**config.mk**
```make
export PLATFORM = sky130hd
export DESIGN_NAME = autorange_sample_batch_framer_flat
export DESIGN_NICKNAME = d
export VERILOG_FILES = /design/src/hdl/asbf_pkg.sv /design/src/hdl/asbf_in_if.sv /design/src/hdl/asbf_out_if.sv /design/src/hdl/autorange_sample_batch_framer.sv /design/src/flat_wrapper.sv
export SDC_FILE = /design/constraint.sdc
export NUM_CORES = 1
export LEC_CHECK = 0
export BUFFER_PORTS_ARGS = -buffer_cell sky130_fd_sc_hd__clkbuf_2
export CAP_MARGIN = 40
export CORE_UTILIZATION = 55
export DETAILED_ROUTE_END_ITERATION = 7
export PLACE_DENSITY = 0.76
export SLEW_MARGIN = 20
export SYNTH_ARGS = -nofsm -noshare
export SYNTH_HDL_FRONTEND = slang
export SYNTH_SLANG_ARGS = --single-unit
```
**constraint.sdc**
```tcl
create_clock -name clk -period 4.6 [get_ports clk]
set_input_delay 0.46 -clock clk [delete_from_list [all_inputs] [get_ports clk]]
set_output_delay 0.46 -clock clk [all_outputs]
set_load 0.005 [all_outputs]
```
**src/hdl/asbf_pkg.sv**
```systemverilog
`default_nettype none
// ----------------------------------------------------------------------------
// asbf_pkg
// shared types and constants for the auto-range sample batch framer
// ----------------------------------------------------------------------------

package asbf_pkg;

    // field widths
    localparam int READING_W  = 16;
    localparam int CFG_W      = 16;
    localparam int CFG_IDX_W  = 2;
    localparam int BYTE_W     = 8;
    localparam int RANGE_W    = 2;
    localparam int NUM_GAINS  = 4;
    localparam int GAIN_IDX_W = 2;
    localparam int SEQ_W      = 8;
    localparam int RUN_W      = 16;

    // frame layout
    localparam logic [31:0] FRAME_CODE = 32'h0100_0C32;
    localparam int HDR_LEN    = 11;
    localparam int CODE_BYTES = 4;
    localparam int POS_SEQ    = 4;
    localparam int POS_CHAN   = 6;
    localparam int POS_COUNT  = 7;

    // byte phases within one sample
    localparam logic [1:0] PH_LO    = 2'd0;
    localparam logic [1:0] PH_HI    = 2'd1;
    localparam logic [1:0] PH_RANGE = 2'd2;

    // register indexes
    localparam logic [CFG_IDX_W-1:0] CFG_CHANNEL = 2'd0;
    localparam logic [CFG_IDX_W-1:0] CFG_RUN_LEN = 2'd1;
    localparam logic [CFG_IDX_W-1:0] CFG_LIMIT   = 2'd2;

    // register reset values
    localparam logic [RUN_W-1:0]     RESET_RUN_LEN = 16'd1;
    localparam logic [READING_W-1:0] RESET_LIMIT   = 16'd64000;

    typedef enum logic [1:0] {
        ST_IDLE,
        ST_SCAN,
        ST_EMIT
    } state_t;

    typedef struct packed {
        logic [RANGE_W-1:0]   range_idx;
        logic [READING_W-1:0] value;
    } batch_entry_t;

endpackage

`default_nettype wire

```
**src/hdl/asbf_in_if.sv**
```systemverilog
`default_nettype none
// ----------------------------------------------------------------------------
// asbf_in_if
// sample channel: four gain-step readings per transaction
// ----------------------------------------------------------------------------

interface asbf_in_if
    import asbf_pkg::*;
();
    logic                 valid;
    logic                 ready;
    logic [READING_W-1:0] reading_gain_low;
    logic [READING_W-1:0] reading_gain_mid;
    logic [READING_W-1:0] reading_gain_high;
    logic [READING_W-1:0] reading_gain_top;

    modport source
    (
        output valid,
        output reading_gain_low,
        output reading_gain_mid,
        output reading_gain_high,
        output reading_gain_top,
        input  ready
    );

    modport sink
    (
        input  valid,
        input  reading_gain_low,
        input  reading_gain_mid,
        input  reading_gain_high,
        input  reading_gain_top,
        output ready
    );
endinterface

`default_nettype wire

```
**src/hdl/asbf_out_if.sv**
```systemverilog
`default_nettype none
// ----------------------------------------------------------------------------
// asbf_out_if
// frame byte channel: one byte and an end flag per transaction
// ----------------------------------------------------------------------------

interface asbf_out_if
    import asbf_pkg::*;
();
    logic              valid;
    logic              ready;
    logic [BYTE_W-1:0] frame_byte;
    logic              frame_end;

    modport source
    (
        output valid,
        output frame_byte,
        output frame_end,
        input  ready
    );

    modport sink
    (
        input  valid,
        input  frame_byte,
        input  frame_end,
        output ready
    );
endinterface

`default_nettype wire

```
**src/hdl/autorange_sample_batch_framer.sv**
```systemverilog
`default_nettype none
// range pick: one compare a cycle, top gain first, until a reading is within the limit
//   or the lowest gain is reached; ST_EMIT then loads the frame bytes into the output register
// frames: 11 + 3*n bytes, one byte a cycle through the output register while the sink
//   is ready; no new sample is taken until the scan and any frame are finished
// reset: async active low; counters cleared, registers to channel 0, run 1, limit 64000
// ----------------------------------------------------------------------------
// autorange_sample_batch_framer
// picks the highest unsaturated gain reading per sample, batches the kept
// samples and sends each batch as a little-endian byte frame
// ----------------------------------------------------------------------------

module autorange_sample_batch_framer
    import asbf_pkg::*;
#(
    parameter int BATCH_SIZE = 10
)
(
    input  logic                 clk,
    input  logic                 rst_n,
    input  logic                 cfg_wr_en,
    input  logic [CFG_IDX_W-1:0] cfg_index,
    input  logic [CFG_W-1:0]     cfg_wr_data,
    asbf_in_if.sink              samp_in,
    asbf_out_if.source           frame_out
);

    // derived sizes
    localparam int IDX_W  = (BATCH_SIZE > 1) ? $clog2(BATCH_SIZE) : 1;
    localparam int FILL_W = $clog2(BATCH_SIZE + 1);
    localparam int POS_W  = $clog2(HDR_LEN + 3 * BATCH_SIZE);
    localparam logic [FILL_W-1:0] LAST_SLOT = FILL_W'(BATCH_SIZE - 1);

    // sequencer
    state_t state_reg;
    state_t state_next;

    // configuration
    logic                 chan_reg;
    logic [RUN_W-1:0]     run_len_reg;
    logic [READING_W-1:0] limit_reg;

    // captured readings, indexed by gain step (0 = lowest gain)
    logic [READING_W-1:0]  reading_reg [NUM_GAINS];
    logic [GAIN_IDX_W-1:0] gain_reg;

    // batch store
    batch_entry_t batch_mem [BATCH_SIZE];
    batch_entry_t samp_q_reg;
    batch_entry_t new_entry;

    // per-run counters
    logic [FILL_W-1:0] fill_reg;
    logic [SEQ_W-1:0]  seq_reg;
    logic [RUN_W-1:0]  run_idx_reg;

    // frame emission
    logic              last_run_reg;
    logic [FILL_W-1:0] count_reg;
    logic [FILL_W-1:0] count_next;
    logic [POS_W-1:0]  end_pos_reg;
    logic [POS_W-1:0]  pos_reg;
    logic [IDX_W-1:0]  smp_reg;
    logic [IDX_W-1:0]  smp_next;
    logic [1:0]        ph_reg;

    // output register
    logic              out_valid_reg;
    logic [BYTE_W-1:0] out_byte_reg;
    logic              out_end_reg;

    // control
    logic              in_ready;
    logic              accept_in;
    logic              scan_hit;
    logic              scan_done;
    logic              run_end;
    logic              batch_full;
    logic              emit_frame;
    logic              out_load;
    logic              frame_done;
    logic              in_payload;
    logic [BYTE_W-1:0] byte_value;

    // ------------------------------------------------------------------------
    // next state
    // ------------------------------------------------------------------------
    always_comb
    begin
        state_next = state_reg;
        case (state_reg)
            ST_IDLE:
            begin
                if (accept_in)
                begin
                    state_next = ST_SCAN;
                end
            end
            ST_SCAN:
            begin
                if (scan_done)
                begin
                    state_next = emit_frame ? ST_EMIT : ST_IDLE;
                end
            end
            ST_EMIT:
            begin
                if (frame_done)
                begin
                    state_next = ST_IDLE;
                end
            end
            default:
            begin
                state_next = ST_IDLE;
            end
        endcase
    end

    always_ff @(posedge clk or negedge rst_n)
    begin
        if (!rst_n)
        begin
            state_reg <= ST_IDLE;
        end
        else
        begin
            state_reg <= state_next;
        end
    end

    // ------------------------------------------------------------------------
    // sequencer outputs and the shared compare
    // ------------------------------------------------------------------------
    always_comb
    begin
        in_ready  = (state_reg == ST_IDLE);
        accept_in = in_ready && samp_in.valid;

        // one comparator, walked from the top gain down to the lowest
        scan_hit  = (reading_reg[gain_reg] <= limit_reg);
        scan_done = (state_reg == ST_SCAN) && (scan_hit || (gain_reg == '0));

        // the lowest gain is kept with range 3 whether or not it is in range
        new_entry.value     = reading_reg[gain_reg];
        new_entry.range_idx = RANGE_W'(NUM_GAINS - 1) - RANGE_W'(gain_reg);

        // run end compare wraps at 16 bits, so a zero length is 65536 samples
        run_end    = (run_idx_reg == (run_len_reg - RUN_W'(1)));
        batch_full = (fill_reg == LAST_SLOT);
        emit_frame = batch_full || run_end;
        count_next = fill_reg + FILL_W'(1);

        // output register reloads in ST_EMIT whenever it is empty or being drained
        out_load   = (state_reg == ST_EMIT) && (!out_valid_reg || frame_out.ready);
        frame_done = out_load && (pos_reg == end_pos_reg);
        in_payload = (pos_reg >= POS_W'(HDR_LEN));

        // sample index for the registered batch read, one step ahead
        smp_next = smp_reg;
        if (scan_done)
        begin
            smp_next = '0;
        end
        else if (out_load && !frame_done && in_payload && (ph_reg == PH_RANGE))
        begin
            smp_next = smp_reg + IDX_W'(1);
        end

        // byte selection
        byte_value = '0;
        if (in_payload)
        begin
            case (ph_reg)
                PH_LO:    byte_value = samp_q_reg.value[7:0];
                PH_HI:    byte_value = samp_q_reg.value[15:8];
                PH_RANGE: byte_value = BYTE_W'(samp_q_reg.range_idx);
                default:  byte_value = '0;
            endcase
        end
        else if (pos_reg < POS_W'(CODE_BYTES))
        begin
            byte_value = FRAME_CODE[{pos_reg[1:0], 3'b000} +: BYTE_W];
        end
        else if (pos_reg == POS_W'(POS_SEQ))
        begin
            byte_value = seq_reg;
        end
        else if (pos_reg == POS_W'(POS_CHAN))
        begin
            byte_value = BYTE_W'(chan_reg);
        end
        else if (pos_reg == POS_W'(POS_COUNT))
        begin
            byte_value = BYTE_W'(count_reg);
        end
    end

    assign samp_in.ready        = in_ready;
    assign frame_out.valid      = out_valid_reg;
    assign frame_out.frame_byte = out_byte_reg;
    assign frame_out.frame_end  = out_end_reg;

    // ------------------------------------------------------------------------
    // configuration registers; unknown indexes are dropped
    // ------------------------------------------------------------------------
    always_ff @(posedge clk or negedge rst_n)
    begin
        if (!rst_n)
        begin
            chan_reg    <= 1'b0;
            run_len_reg <= RESET_RUN_LEN;
            limit_reg   <= RESET_LIMIT;
        end
        else if (cfg_wr_en)
        begin
            case (cfg_index)
                CFG_CHANNEL: chan_reg    <= cfg_wr_data[0];
                CFG_RUN_LEN: run_len_reg <= cfg_wr_data[RUN_W-1:0];
                CFG_LIMIT:   limit_reg   <= cfg_wr_data[READING_W-1:0];
                default:
                begin
                    chan_reg <= chan_reg;
                end
            endcase
        end
    end

    // ------------------------------------------------------------------------
    // reading capture and gain walk
    // ------------------------------------------------------------------------
    always_ff @(posedge clk)
    begin
        if (accept_in)
        begin
            reading_reg[0] <= samp_in.reading_gain_low;
            reading_reg[1] <= samp_in.reading_gain_mid;
            reading_reg[2] <= samp_in.reading_gain_high;
            reading_reg[3] <= samp_in.reading_gain_top;
        end
    end

    always_ff @(posedge clk or negedge rst_n)
    begin
        if (!rst_n)
        begin
            gain_reg <= '0;
        end
        else if (accept_in)
        begin
            gain_reg <= GAIN_IDX_W'(NUM_GAINS - 1);
        end
        else if ((state_reg == ST_SCAN) && !scan_done)
        begin
            gain_reg <= gain_reg - GAIN_IDX_W'(1);
        end
    end

    // ------------------------------------------------------------------------
    // batch store: written at the fill slot, read registered for emission
    // ------------------------------------------------------------------------
    always_ff @(posedge clk)
    begin
        if (scan_done)
        begin
            batch_mem[fill_reg[IDX_W-1:0]] <= new_entry;
        end
    end

    // reread every cycle, so a slot written as the frame starts is seen
    // well before the header is out
    always_ff @(posedge clk)
    begin
        samp_q_reg <= batch_mem[smp_next];
    end

    // ------------------------------------------------------------------------
    // run counters and frame position
    // ------------------------------------------------------------------------
    always_ff @(posedge clk or negedge rst_n)
    begin
        if (!rst_n)
        begin
            fill_reg     <= '0;
            seq_reg      <= '0;
            run_idx_reg  <= '0;
            last_run_reg <= 1'b0;
            count_reg    <= '0;
            end_pos_reg  <= '0;
            pos_reg      <= '0;
            smp_reg      <= '0;
            ph_reg       <= PH_LO;
        end
        else
        begin
            smp_reg <= smp_next;
            if (scan_done)
            begin
                if (emit_frame)
                begin
                    // frame length is 11 + 3n bytes
                    count_reg    <= count_next;
                    end_pos_reg  <= POS_W'(HDR_LEN - 1) + (POS_W'(count_next) << 1)
                                    + POS_W'(count_next);
                    last_run_reg <= run_end;
                    pos_reg      <= '0;
                    ph_reg       <= PH_LO;
                end
                else
                begin
                    fill_reg    <= count_next;
                    run_idx_reg <= run_idx_reg + RUN_W'(1);
                end
            end
            else if (out_load)
            begin
                if (frame_done)
                begin
                    fill_reg <= '0;
                    if (last_run_reg)
                    begin
                        // run over: the next sample opens a fresh run
                        seq_reg     <= '0;
                        run_idx_reg <= '0;
                    end
                    else
                    begin
                        seq_reg     <= seq_reg + SEQ_W'(1);
                        run_idx_reg <= run_idx_reg + RUN_W'(1);
                    end
                end
                else
                begin
                    pos_reg <= pos_reg + POS_W'(1);
                    if (in_payload)
                    begin
                        ph_reg <= (ph_reg == PH_RANGE) ? PH_LO : ph_reg + 2'd1;
                    end
                end
            end
        end
    end

    // ------------------------------------------------------------------------
    // output register
    // ------------------------------------------------------------------------
    always_ff @(posedge clk or negedge rst_n)
    begin
        if (!rst_n)
        begin
            out_valid_reg <= 1'b0;
        end
        else if (out_load)
        begin
            out_valid_reg <= 1'b1;
        end
        else if (frame_out.ready)
        begin
            out_valid_reg <= 1'b0;
        end
    end

    always_ff @(posedge clk)
    begin
        if (out_load)
        begin
            out_byte_reg <= byte_value;
            out_end_reg  <= frame_done;
        end
    end

`ifndef SYNTHESIS
    a_fill_in_batch: assert property (@(posedge clk) disable iff (!rst_n)
        fill_reg <= LAST_SLOT)
        else $error("batch fill beyond last slot");

    a_pos_in_frame: assert property (@(posedge clk) disable iff (!rst_n)
        (state_reg == ST_EMIT) |-> (pos_reg <= end_pos_reg))
        else $error("frame position past frame end");

    a_frame_close: assert property (@(posedge clk) disable iff (!rst_n)
        frame_done |=> (state_reg == ST_IDLE) && (fill_reg == '0) && out_end_reg)
        else $error("frame did not close cleanly");

    a_scan_bounded: assert property (@(posedge clk) disable iff (!rst_n)
        ((state_reg == ST_SCAN) && (gain_reg == '0)) |=> (state_reg != ST_SCAN))
        else $error("gain walk ran past the lowest gain");
`endif

endmodule

`default_nettype wire
```
**src/flat_wrapper.sv**
```systemverilog
// flat-port wrapper written by rule: the top's interface ports become plain ports
module autorange_sample_batch_framer_flat import asbf_pkg::*;
#(
    parameter int BATCH_SIZE = 10
)
  (clk, rst_n, cfg_wr_en, cfg_index, cfg_wr_data, samp_in_valid, samp_in_reading_gain_low, samp_in_reading_gain_mid, samp_in_reading_gain_high, samp_in_reading_gain_top, samp_in_ready, frame_out_valid, frame_out_frame_byte, frame_out_frame_end, frame_out_ready);
  asbf_in_if samp_in_i ();
  asbf_out_if frame_out_i ();
  input  logic clk;
  input  logic rst_n;
  input  logic cfg_wr_en;
  input  logic [CFG_IDX_W-1:0] cfg_index;
  input  logic [CFG_W-1:0] cfg_wr_data;
  input wire logic [$bits(samp_in_i.valid)-1:0] samp_in_valid;
  input wire logic [$bits(samp_in_i.reading_gain_low)-1:0] samp_in_reading_gain_low;
  input wire logic [$bits(samp_in_i.reading_gain_mid)-1:0] samp_in_reading_gain_mid;
  input wire logic [$bits(samp_in_i.reading_gain_high)-1:0] samp_in_reading_gain_high;
  input wire logic [$bits(samp_in_i.reading_gain_top)-1:0] samp_in_reading_gain_top;
  output wire logic [$bits(samp_in_i.ready)-1:0] samp_in_ready;
  output wire logic [$bits(frame_out_i.valid)-1:0] frame_out_valid;
  output wire logic [$bits(frame_out_i.frame_byte)-1:0] frame_out_frame_byte;
  output wire logic [$bits(frame_out_i.frame_end)-1:0] frame_out_frame_end;
  input wire logic [$bits(frame_out_i.ready)-1:0] frame_out_ready;
  assign samp_in_i.valid = samp_in_valid;
  assign samp_in_i.reading_gain_low = samp_in_reading_gain_low;
  assign samp_in_i.reading_gain_mid = samp_in_reading_gain_mid;
  assign samp_in_i.reading_gain_high = samp_in_reading_gain_high;
  assign samp_in_i.reading_gain_top = samp_in_reading_gain_top;
  assign samp_in_ready = samp_in_i.ready;
  assign frame_out_valid = frame_out_i.valid;
  assign frame_out_frame_byte = frame_out_i.frame_byte;
  assign frame_out_frame_end = frame_out_i.frame_end;
  assign frame_out_i.ready = frame_out_ready;
  autorange_sample_batch_framer #(.BATCH_SIZE(BATCH_SIZE)) u_core (.clk(clk), .rst_n(rst_n), .cfg_wr_en(cfg_wr_en), .cfg_index(cfg_index), .cfg_wr_data(cfg_wr_data), .samp_in(samp_in_i), .frame_out(frame_out_i));
endmodule
```
==> flow_summary.toml, run 1 <==
[timing]
setup_viol = 0
post-route-period-util_pct = 89.0
tightest_slew_ns = 0.842
relSlewSlack_pct = 43.7
tns_ns = 0
hold_viol = 0
layout_min_cycle_time_ns = 4.09
slew_violations = 0
skew_ns = 0.0191
rsz0062_at_grt = "no"
fmax_ghz = 0.244

[synthesis]
synthAdderAreaFrac_pct = 2.63
async_flop_share_pct = 24.5
syn-num-nets = 1337
syn_inst = 1217
synth_xor_area_share_pct = 2.24
synth_compound_area_share_pct = 12.4
ys.warnings.count = 0
ys.flop_type = "edfxtp_1"
synth_top_family_by_area = "compound AO/OA/AOI/OAI gates"
synth_area_um2 = 16000
ys_types = 83
yosysSeqAreaShare_pct = 63.7
synthMuxAreaShare_pct = 5.72
synthSimpleGateAreaFrac_pct = 10.5
synth_seq_cells = 359
avgSynthCellArea_um2 = 13.1
synth_edf_count = 253

[worst_setup_path]
worstPathMaxFanout = 15
required_ns = 5.00
rr_startpoint = "u_core.gain_reg[1]"
setup.worst_path.class = "reg -> reg"
critPathArrivalTime_ns = 4.49
crit_path_start_kind = "register"
reg2reg_to = "u_core.run_idx_reg[15]"
ff2ff_setup_slack_ns = 0.51
cp-end-kind = "register"
worstRegToRegCells = 11

[place]
dpl_cell_area_um2 = 16900
port_buffers = 97
gp_congestion = 0.855
hpwl_mm = 23.9

[power]
power_mw = 9.54
ir_drop_mv = 0.435
powerDensity_nw_per_um2 = 529
leakage_nw = 6.73

[global_route]
grt_max_degree = 48
grt_pass1_vias = 10400
grt_pass1_wl_mm = 58.5
gr-total-overflow = 0
antenna_found_initial = 0
grt.total_usage_pct = 26.3

[clock_tree]
htreeDepth = 2
clkSlewWorstSetupHoldPaths_ns = 0.06
clock-root-buffer = "clkbuf_16"
cts.sinks = 359
cts_resized = 0
worstSkewPairLatency_ns = 0.52
cts_tree = "yes"
ctsLongestPathBuffers = 3
cts_buffers = 36

[layout]
final_nets = 1442
drive_above_1_share_pct = 20.0
mostFrequentLayoutCells = "edfxtp_1, nand2_1, clkbuf_2"
final_common_cell = "edfxtp_1"
fillers = 2028
diodes = 0
final_cell_area_um2 = 18000
synthToLayoutAreaGrowth_pct = 13.0
largest_reg_flops = 180

[die]
core_area_um2 = 28600
start_util_pct = 55.8
io_pins = 98
die_w_um = 172
row_count = 62
dieArea_um2 = 29700
dieHeight_um = 172

[route]
routed_via_density = 6.18
dr.pass1.iters = 8
wl_per_cell_um = 21.7
wl_mm = 37.7
drc = 9
drt-initial-drc-count = 835
dr_total_vias = 10700
ant_nets = 0

[hold_path]
hold_end = "u_core.reading_reg[1][9]"
whs_path_depth = 1
hold_path.class = "in -> reg"
holdCritStartpoint = "samp_in_reading_gain_mid[9]"

[run_status]
violations = "DRC"
outcome = "complete, but fails checks"

[job]
cap_violations = 0
## repair_timing
item / 4_1_cts / 5_1_grt
setup buffers: 0 / 0
endpoints found under the setup margin: 0 / 0
hold buffers: 1 / 0
endpoints found under the hold margin: 43 / 0
## layer usage
layer | routed length, um | global-route usage, % | up-vias
met5 | 0 | 0 | -
met1 | 15700 | 35.8 | 5291
li1 | - | - | 4861
met3 | 2650 | 4.23 | 88
met4 | 1140 | 9.89 | 0
met2 | 18200 | 42.9 | 478
## worst max-delay path by stage
stage | from | to
after floorplan | u_core.gain_reg[0] | u_core.batch_mem[7][0]
after global placement | u_core.gain_reg[0] | u_core.batch_mem[8][9]
after detailed placement | u_core.gain_reg[1] | u_core.run_idx_reg[15]
after CTS | u_core.gain_reg[1] | u_core.samp_q_reg[7]
after global routing | u_core.gain_reg[1] | u_core.run_idx_reg[15]
final | u_core.gain_reg[1] | u_core.run_idx_reg[15]
## critical path, cell delays in order, from the launching register on
cell       delay (ns)
dfrtp_1          0.71
mux4_2           0.56
ha_1             0.37
nor2b_1          0.14
o211ai_1         0.10
a2111oi_1        0.53
o31ai_2          0.15
buf_4            0.23
nand2b_1         0.24
nor2_1           0.67
or4_1            0.22
nand2_1          0.05
## cells in the mapped netlist (32+ instances only)
cell type	n	area, um^2
o22ai_1	39	244
a21oi_1	45	225
mux2_2	42	473
edfxtp_1	253	7600
o221ai_1	37	324
nor2_1	32	120
o21ai_0	73	365
clkbuf_1	36	135
ha_1	32	400
inv_1	38	143
dfrtp_1	81	2030
nand2_1	161	604
## report_power, final
group	total, mW	internal, mW	switching [mW]
registers	4.61	4.27	0.341
logic	2.13	0.828	1.31
clock network	2.80	1.62	1.18
## cell families (layout without fill, tap and decap cells)
family,Yosys count,after routing
adders and majority gates,33,33
DFF,359,359
and+or+nand+nor,336,336
muxes,66,66
AOI/OAI and AO/OA,284,284
xor gates and xnor gates,37,37
buffers and inverters,102,234
## stage by stage
| step | hold WS [ns] | instances | setup WS (ns) | utilization [%] |
|---|---|---|---|---|
| 2_1_floorplan | 0.164 | 1217 | 0.0457 | - |
| 3_3_place_gp | 0.490 | 1664 | 0.575 | 58.9 |
| 3_5_place_dp | 0.494 | 1665 | 0.595 | 59.0 |
| 4_1_cts | 0.0954 | 1731 | 0.576 | 62.9 |
| 5_1_grt | 0.0932 | 1733 | 0.212 | 63.0 |
| 6_report | 0.112 | 1733 | 0.507 | 63.0 |
## final cells by class
| class | count | area (um^2) | area share [%] |
|---|---|---|---|
| Sequential cell | 359 | 10200 | 56.4 |
| Clock buffer | 51 | 987 | 5.47 |
| Inverter | 40 | 150 | 0.832 |
| Clock inverter | 14 | 135 | 0.749 |
| Timing Repair Buffer | 129 | 758 | 4.20 |
| Multi-Input combinational cell | 756 | 5360 | 29.7 |
| Tap cell | 384 | 480 | 2.66 |
(Power assumes the default switching activity.)
==> inputs of run 2 (changes only) <==
--- a/config.mk
+++ b/config.mk
@@ -10,7 +10,7 @@
 export CORE_UTILIZATION = 55
 export DETAILED_ROUTE_END_ITERATION = 7
 export PLACE_DENSITY = 0.76
-export SLEW_MARGIN = 20
+export REMOVE_ABC_BUFFERS = 1
 export SYNTH_ARGS = -nofsm -noshare
 export SYNTH_HDL_FRONTEND = slang
 export SYNTH_SLANG_ARGS = --single-unit
==> flow_summary.toml, run 2 (same netlist as run 1, synthesis figures left out) <==
[worst_setup_path]
setup.worst_path.class = "reg -> reg"
crit_path_start_kind = "register"
critPathArrivalTime_ns = 4.55
worstPathMaxFanout = 18
worstRegToRegCells = 12
required_ns = 5.00
cp-end-kind = "register"

[route]
maxUsedRoutingLayer = "met4"
drc = 0
drt-initial-drc-count = 1057
wl_per_cell_um = 21.5
ant_nets = 0
dr.pass1.iters = 5
wl_met3_mm = 2.81
routed_via_density = 6.17
wl_mm = 37.2
dr_total_vias = 10700
wl_met1_mm = 14.9
dr_wl_met2_mm = 18.0

[clock_tree]
post_cts_buffers = 0
worstSkewPairLatency_ns = 0.54
cts_buffers = 36
clock-root-buffer = "clkbuf_16"
cts_tree = "yes"
ctsLongestPathBuffers = 3
cts.sinks = 359
htreeDepth = 2
clkSlewWorstSetupHoldPaths_ns = 0.06

[layout]
diodes = 0
synthToLayoutAreaGrowth_pct = 12.8
fin_util_pct = 62.9
final_common_cell = "edfxtp_1"
final_nets = 1439
finalNonFillerCells = 1731
largest_reg_flops = 180
drive_above_1_share_pct = 20.0
mostFrequentLayoutCells = "edfxtp_1, nand2_1, clkbuf_2"

[hold_path]
hold_path.class = "in -> reg"
whs_path_depth = 1

[global_route]
grt.total_usage_pct = 25.8
grt_pass1_wl_mm = 57.6
grt_pass1_vias = 10400
antenna_found_initial = 0
grt_max_degree = 76
gr-total-overflow = 0

[die]
dieHeight_um = 172
start_util_pct = 55.8
core_area_um2 = 28600
io_pins = 98
dieArea_um2 = 29700
row_count = 62
die_w_um = 172

[place]
hpwl_mm = 23.3
gp_congestion = 0.858
dp_slack_ns = 0.495
port_buffers = 97
dp_cells = 1664

[power]
ir_drop_mv = 0.362
switchingPower_mw = 2.85
p_int_mw = 6.72
switching_share_pct = 29.8
seqPwrFrac_pct = 47.8
p_comb_share_pct = 22.7
powerDensity_nw_per_um2 = 531
pwr-share-clk_pct = 29.5
power_mw = 9.57
leakage_nw = 6.72

[timing]
tightest_slew_ns = 0.934
rsz0062_at_grt = "no"
tns_ns = 0
setup_viol = 0
hold_viol = 0
relSlewSlack_pct = 37.7
fmax_ghz = 0.241
post-route-period-util_pct = 90.2
layout_min_cycle_time_ns = 4.15
worst_slack_ns = 0.450
slew_violations = 0
skew_ns = 0.0324

[run_status]
outcome = "complete, no violations"

[job]
cap_violations = 0
-- run 2: critical path: stages, from the launching register on --
cell and delay (ns):
dfrtp_1 0.32, buf_4 0.31, mux4_2 0.71, ha_1 0.36, nor2b_1 0.13, o211ai_1 0.10, a2111oi_1 0.54, o31ai_2 0.19
a21o_1 0.19, inv_1 0.50, and3_1 0.28, a311oi_1 0.06, a311o_1 0.31
-- run 2: stage by stage --
step	instance area, um^2	hold slack [ns]
floorplan	15700	0.164
global placement	16900	0.491
detailed placement	16900	0.493
CTS	18000	0.0886
global route	18000	0.0907
finish	18000	0.104
-- run 2: path summary, 6_finish.rpt --
kind	startpoint	end	slack, ns
max in group asynchronous	rst_n	u_core.limit_reg[13]	3.08
worst min-delay path	samp_in_reading_gain_top[0]	u_core.reading_reg[3][0]	0.10
min in group asynchronous	rst_n	u_core.frame_out.valid	0.50
worst min register to register	u_core.limit_reg[6]	u_core.limit_reg[6]	0.50
worst max register to register	u_core.gain_reg[0]	u_core.samp_q_reg[17]	0.45
worst max-delay path	u_core.gain_reg[0]	u_core.samp_q_reg[17]	0.45
-- run 2: power groups by stage --
stage / Clock (mW) / Sequential, mW / Combinational, mW
after global routing: 2.98 / 4.62 / 2.38
after floorplan: 0 / 4.56 / 1.42
after detailed placement: 0 / 4.63 / 2.14
after global placement: 0 / 4.62 / 2.05
final: 2.83 / 4.57 / 2.17
after CTS: 2.85 / 4.57 / 2.16
-- run 2: area by class of cell --
cell class	count	area (um^2)
repair buffers	126	708
clock buffers	56	1040
well taps	384	480
fillers	2103	10600
clock inverters	10	110
flip-flops and latches	359	10200
inverters	40	150
multi-input cells	756	5360
-- run 2: metal layers --
metal	track usage, %	vias up
li1	-	4847
met1	34.7	5252
met2	42.3	488
met3	3.34	98
met4	11.5	0
met5	0	-
-- run 2: what timing repair did --
item / 4_1_cts / 5_1_grt
resized for setup: 0 / 0
hold buffers: 1 / 0
hold endpoints to repair: 44 / 0
